==> config.mk <==
export PLATFORM = sky130hd
export DESIGN_NAME = dwmq_ctrl
export DESIGN_NICKNAME = d
export VERILOG_FILES = /design/src/rtl/core/dwmq_pkg.sv /design/src/rtl/core/dwmq_ctrl.sv
export SDC_FILE = /design/constraint.sdc
export NUM_CORES = 1
export LEC_CHECK = 0
export ABC_AREA = 1
export BUFFER_PORTS_ARGS = -buffer_cell sky130_fd_sc_hd__buf_2
export CORE_UTILIZATION = 45
export DETAILED_ROUTE_END_ITERATION = 16
export GPL_TIMING_DRIVEN = 0
export PLACE_DENSITY = 0.77
export SLEW_MARGIN = 0
export SYNTH_ARGS = -nofsm -noshare
export SYNTH_HDL_FRONTEND = slang
export SYNTH_SLANG_ARGS = --single-unit
==> constraint.sdc <==
create_clock -name i_clk -period 1.5 [get_ports i_clk]
set_input_delay 0.075 -clock i_clk [delete_from_list [all_inputs] [get_ports i_clk]]
set_output_delay 0.075 -clock i_clk [all_outputs]
set_load 0.03 [all_outputs]
==> src/rtl/core/dwmq_pkg.sv <==
// Shared constants, types and helpers for the distance weighted min query block.
// No dependencies; every other file in rtl/core imports this package.
`default_nettype none

package dwmq_pkg;

    localparam int MAX_ENTRIES = 1024;
    localparam int PRICE_BITS  = 30;

    localparam int IDX_W      = $clog2(MAX_ENTRIES);
    localparam int CNT_W      = IDX_W + 1;
    localparam int NODE_AW    = IDX_W + 1;
    localparam int NODES      = 2 * MAX_ENTRIES;
    localparam int VAL_W      = PRICE_BITS + 2;
    localparam int COST_W     = PRICE_BITS + 1;
    localparam int UPD_LEVELS = IDX_W;
    localparam int QRY_ITERS  = IDX_W + 1;

    // Empty node: largest positive node value, above any price plus position.
    localparam logic signed [VAL_W-1:0] EMPTY_VAL = {1'b0, {(VAL_W-1){1'b1}}};

    typedef enum logic [2:0] {
        ST_CLEAR,
        ST_IDLE,
        ST_DECODE,
        ST_UPD_LEAF,
        ST_UPD_LVL,
        ST_QRY_RUN,
        ST_QRY_DRAIN,
        ST_QRY_FIN
    } t_state;

    typedef struct packed {
        logic               clr;
        logic [NODE_AW-1:0] clr_addr;
        logic               load;
        logic               init_upd;
        logic               init_qry;
        logic               upd_leaf;
        logic               upd_lvl;
        logic               qry_step;
        logic               finish;
    } t_dp_cmd;

    typedef struct packed {
        logic is_query;
        logic bad;
    } t_dp_sts;

    function automatic logic signed [VAL_W-1:0] vmin(
        input logic signed [VAL_W-1:0] a,
        input logic signed [VAL_W-1:0] b
    );
        return (a < b) ? a : b;
    endfunction

endpackage

`default_nettype wire

==> src/rtl/core/dwmq_ctrl.sv <==
// Controller: state machine and step counter that sequence clear, update and query work.
// Depends on dwmq_pkg; issues t_dp_cmd to dwmq_dp and reads back t_dp_sts.
`default_nettype none

module dwmq_ctrl (
    input  wire logic              i_clk,
    input  wire logic              i_rst_n,
    input  wire logic              i_start,
    input  wire dwmq_pkg::t_dp_sts i_sts,
    output logic                   o_busy,
    output dwmq_pkg::t_dp_cmd      o_cmd
);
    import dwmq_pkg::*;

    t_state             r_state;
    t_state             n_state;
    logic [NODE_AW-1:0] r_cnt;
    logic [NODE_AW-1:0] n_cnt;

    always_ff @(posedge i_clk) begin
        if (!i_rst_n) begin
            r_state <= ST_CLEAR;
            r_cnt   <= '0;
        end else begin
            r_state <= n_state;
            r_cnt   <= n_cnt;
        end
    end

    always_comb begin
        n_state = r_state;
        case (r_state)
            ST_CLEAR: begin
                if (r_cnt == NODE_AW'(NODES - 1)) n_state = ST_IDLE;
            end
            ST_IDLE: begin
                if (i_start) n_state = ST_DECODE;
            end
            ST_DECODE: begin
                if (!i_sts.is_query) begin
                    n_state = ST_UPD_LEAF;
                end else if (i_sts.bad) begin
                    n_state = ST_QRY_FIN;
                end else begin
                    n_state = ST_QRY_RUN;
                end
            end
            ST_UPD_LEAF: n_state = ST_UPD_LVL;
            ST_UPD_LVL: begin
                if (r_cnt == NODE_AW'(UPD_LEVELS - 1)) n_state = ST_IDLE;
            end
            ST_QRY_RUN: begin
                if (r_cnt == NODE_AW'(QRY_ITERS - 1)) n_state = ST_QRY_DRAIN;
            end
            ST_QRY_DRAIN: n_state = ST_QRY_FIN;
            ST_QRY_FIN:   n_state = ST_IDLE;
            default:      n_state = ST_IDLE;
        endcase
    end

    // Count while staying in a looping state; restart from zero on any move.
    always_comb begin
        n_cnt = '0;
        if ((r_state inside {ST_CLEAR, ST_UPD_LVL, ST_QRY_RUN}) && (n_state == r_state)) begin
            n_cnt = r_cnt + NODE_AW'(1);
        end
    end

    always_comb begin
        o_cmd          = '0;
        o_cmd.clr_addr = r_cnt;
        o_busy         = 1'b1;
        case (r_state)
            ST_CLEAR:    o_cmd.clr = 1'b1;
            ST_IDLE: begin
                o_busy     = 1'b0;
                o_cmd.load = i_start;
            end
            ST_DECODE: begin
                o_cmd.init_upd = !i_sts.is_query;
                o_cmd.init_qry = i_sts.is_query;
            end
            ST_UPD_LEAF:  o_cmd.upd_leaf = 1'b1;
            ST_UPD_LVL:   o_cmd.upd_lvl  = 1'b1;
            ST_QRY_RUN:   o_cmd.qry_step = 1'b1;
            ST_QRY_DRAIN: o_cmd.qry_step = 1'b0;
            ST_QRY_FIN:   o_cmd.finish   = 1'b1;
            default:      o_busy         = 1'b1;
        endcase
    end

endmodule

`default_nettype wire

Word level (Yosys, flattened, before mapping)
Index checks and enable logic that the tools add are counted.
Widths: inputs -> output; s select.
{"block": "totals", "regBits": 14, "out_inout_bits": 20}
{"block": "classes", "n_addsub": 1, "n_eq_ne": 11, "muxes": 15, "n_reduce_logical": 5}
{"cell": "$pmux 3 s8", "n": 1}
{"cell": "$eq 11x4->1 const B", "n": 2}
{"cell": "$mux 3", "n": 5}
{"cell": "$eq 3x3->1 const B", "n": 4}
{"cell": "$add 11x1->11 const B", "n": 1}
{"cell": "$eq 11x11->1 const B", "n": 1}
{"cell": "$mux 1", "n": 7}
{"cell": "$eq 3x2->1 const B", "n": 2}
{"cell": "$mux 2", "n": 2}
{"cell": "$eq 3x1->1 const B", "n": 1}
{"cell": "$eq 3x3->1", "n": 1}
{"cell": "$logic_not 3->1", "n": 1}
{"cell": "$reduce_bool 3->1", "n": 1}
{"cell": "$reduce_and 2->1", "n": 1}
{"cell": "$logic_and 1x1->1", "n": 1}
{"cell": "$logic_not 1->1", "n": 1}

Depth between registers and ports, before layout
{"block": "logic_depth", "depth_word": 6, "ltp_mapped": 12}

Least setup slack after synthesis
OpenSTA, ideal clock, no wires.
{"block": "synth_path", "path_type": "reg2reg", "startpoint": "reg r_cnt[0]", "endpoint": "reg r_cnt[0]", "setup_time_ns": 0.130, "arrival_ns": 1.634, "required_ns": 1.370, "setup_slack_ns": -0.264, "stages_incl_launch_ff": 10, "path_buffers": 1, "period_less_slack_ns": 1.764, "cell_sequence": "dfxtp_1 > ha_1 > nand3_1 > nor2_2 > nand4_1 > nand2_1 > nand3_1 > nand3_2 > buf_6 > nor2_2"}
{"block": "synth_between", "elab_chain_len": 6}
{"element": "start: declaration", "line_no": "dwmq_ctrl.sv:17", "text": "logic [NODE_AW-1:0] r_cnt;"}
{"element": "start signal: assignment", "line_no": "dwmq_ctrl.sv:26", "text": "r_cnt <= n_cnt;"}
{"element": "$eq 11x4->1 (tied with other cells)", "line_no": "dwmq_ctrl.sv:53", "text": "if (r_cnt == NODE_AW'(QRY_ITERS - 1)) n_state = ST_QRY_DRAIN;"}
{"element": "$mux 3 (on tied branches)", "line_no": "dwmq_ctrl.sv:53, dwmq_ctrl.sv:50, dwmq_ctrl.sv:34"}
{"element": "$pmux 3 s8", "line_no": "dwmq_ctrl.sv:32", "text": "case (r_state)"}
{"element": "$eq 3x3->1", "line_no": "dwmq_ctrl.sv:64", "text": "if ((r_state inside {ST_CLEAR, ST_UPD_LVL, ST_QRY_RUN}) && (n_state == r_state)) begin"}
{"element": "$logic_and 1x1->1", "line_no": "dwmq_ctrl.sv:64"}
{"element": "$reduce_and 2->1 (no line)"}
Parallel ways exist; a longest one is shown, timed or not.
A chain may end at the register's enable or synchronous reset.

Final worst setup path
{"block": "layout_path", "startpoint": "reg r_cnt[4]", "endpoint": "reg r_cnt[9]"}
The elaborated chain is that of the path after synthesis.

==> metrics.csv <==
metric,value,unit
Crit Path Max Fanout,4,
FMAX,643,MHz
most frequent cells in the layout,"buf_2, inv_1, nand2_1",
clk_lat worst skew,0.28,ns
Final Max Slew Viols,0,
Tcrit/Tclk final,104,%
Iter 0 DRT Violations,17,
hold path depth,3,
R2R depth,6,
terminus of the critical flop-to-flop path,r_cnt[9],
clock sink count,14,
worst r2r src,r_cnt[4],
GRT Overall Usage,19.5,%
diode count,0,
CTS tree,done,
status,"complete, but fails checks",
Synth Area in Adders,4.19,%
multiplexer share of the synthesized area,0,%
critical path's largest stage delay,0.46,ns
CORE AREA,1800,um^2
post-synth net total,135,
# hold bufs at CTS,0,
final net count,172,
full die area,2170,um^2
fin crit period,1.56,ns
worst path bufs/invs,2,
Hold EP,r_state[0],
Yosys reg bits,14,
first-pass GRT wire length,2990,um
worst path arrival time,1.79,ns
Post-Syn Instances,127,
die height,46.6,um
Clock Tree Buf Depth,2,
HP Class,in2reg,
vias in the first global route,732,
CP dominant cell by count,inv_1,
# DRC,0,
Synth Area in XOR/XNOR,7.82,%
"Power, Total",1500,uW
total grt overflow,0,
Final setup viols,11,
IO Count,25,
failing checks,negative setup slack,
num rows,15,
CP max stage cell,nor3b_1,
largest family of logic cells by synthesized area,simple AND/OR/NAND/NOR gates,
average size of a mapped cell,7.05,um^2
Initial Util,49.7,%
simple-gate share of the synthesized area,42.5,%
MaxCap Viol Count,0,
Root Buffer,clkbuf_4,
Leakage,0.000549,uW
slew at the pin with the worst max-slew slack,0.496,ns
largest net degree at the start of global routing,9,
Compound-Gate Fraction of Synth Area,3.35,%
Yosys Warn Count,0,
initial antenna violation count,0,
final hold vios,0,
"delay-heaviest family, CP",simple AND/OR/NAND/NOR gates,
relative slew slack,66.8,%
IO Port Bufs,24,
min setup slack post-route,-0.0560,ns
crit end category,flop,
CP Data Required Time,1.73,ns
maximum vdd drop,741,uV
wire per inst,10.5,um
fraction of layout cells with a size suffix above 1,49.1,%
"leading cell type in the layout, fill and taps excluded",buf_2,
Area Overhead vs Synth,41.3,%
CTS HTree Levels,1,
Routed WL,1980,um
CTS buffer count,3,
GPL Wtd Cong,0.814,
final core utilization,70.3,%
"antenna viol nets, final",0,
clock skew,0.00207,ns
crit-path cells,"inv_1, nor3b_1, nand3_1, xor2_1, inv_1, nor2_2",
"reg-to-reg slack, setup",-0.06,ns
RSZ-0062 raised after global routing,true,
Setup Crit Path Kind,reg2reg,
vias per cell,4.71,
vias,885,
Synth Cell Area,896,um^2
fill count,161,
CTS clock-pin slew for the worst setup and hold paths,0.09,ns
Die Wd,46.6,um
Worst Setup Start Kind,flop,
dpl hpwl,1390,um
Min-Delay Startpoint,i_rst_n,
first-pass detailed-route iteration total,4,
Pwr per Cell Area,1190,nW/um^2
sequential area share after synthesis,31.3,%
Synth cell types,20,
-- flip-flops by register name, summed over array words and instances (netlist names) --
signal	flops
r_cnt	11
r_state	3
-- metal layers --
metal  vias up  GRT usage [%]  wire length (um)
met5         -              0                 0
met4         0           3.43                 9
met3         2           5.88                73
met2        19           32.5              1010
met1       398           24.8               884
li1        466              -                 -
-- worst reg2reg max path, cell delays in order, from the launching register on --
cell and delay [ns]:
dfxtp_1 0.41, inv_1 0.11, nor3b_1 0.46, nand3_1 0.18, xor2_1 0.20, inv_1 0.07
nor2_2 0.09
-- logic make-up after synthesis --
kind of cell,after synthesis
compound gates,6
fa+ha+maj,3
simple gates,74
flops,14
xor+xnor,8
buf+inv,22
-- how the worst max path moves through the flow --
stage | from | end | cells past startpoint
CTS | r_cnt[1] | r_cnt[10] | 10
detailed placement | r_cnt[0] | r_cnt[10] | 10
global placement | r_cnt[0] | r_cnt[3] | 10
global route | r_cnt[2] | r_cnt[9] | 6
finish | r_cnt[4] | r_cnt[9] | 6
floorplan | r_cnt[5] | r_cnt[0] | 9
-- stage by stage --
stage	std cells	hold slack (ns)	setup TNS (ns)	setup slack, ns	cell area [um^2]
after CTS	185	0.0668	-0.193	-0.0282	1210
after floorplan	127	0.238	0	0.00233	951
after global routing	188	0.0810	-1.56	-0.155	1270
final	188	0.0721	-0.468	-0.0560	1270
after global placement	176	0.359	-0.126	-0.0179	1100
after detailed placement	176	0.367	-0.515	-0.0616	1100
-- area by class of cell --
class	count	area, um^2	share of cell area [%]
Tap cell	25	31.3	2.47
Timing Repair Buffer	32	200	15.8
Clock inverter	1	3.75	0.296
Sequential cell	14	294	23.2
Multi-Input combinational cell	91	613	48.4
Clock buffer	3	22.5	1.78
Buffer	2	26.3	2.08
Inverter	20	75.1	5.93
-- repair_timing --
item                                    CTS  global route
endpoints found under the hold margin     0             0
setup buffers                             4             3
gates cloned                              1             0
pin swaps                                 5             5
endpoints found under the setup margin   10            11
gates resized for setup                   7             9
-- where the power goes --
part | total, uW | switching (uW) | internal, uW
sequential | 475 | 57.8 | 417
combinational | 806 | 459 | 347
clock | 223 | 126 | 96.6
-- synth_stat cells --
library cell	n	share of area, %
ha_1	3	4.2
nor3_1	2	1.1
nor3b_1	1	0.84
nand3_2	3	3.4
nor2_4	3	3.8
xnor2_1	2	2.0
nand2_2	2	1.4
nor2_1	19	8.0
buf_6	2	2.5
nand2_1	19	8.0
nor2_2	14	9.8
inv_2	3	1.3
inv_1	17	7.1
a21oi_1	3	1.7
o21ai_1	2	1.1
nand4_1	1	0.70
dfxtp_1	14	31
o21ai_0	1	0.56
nand3_1	10	5.6
xor2_1	6	5.9
No activity file was read; power rests on OpenSTA's default activity.
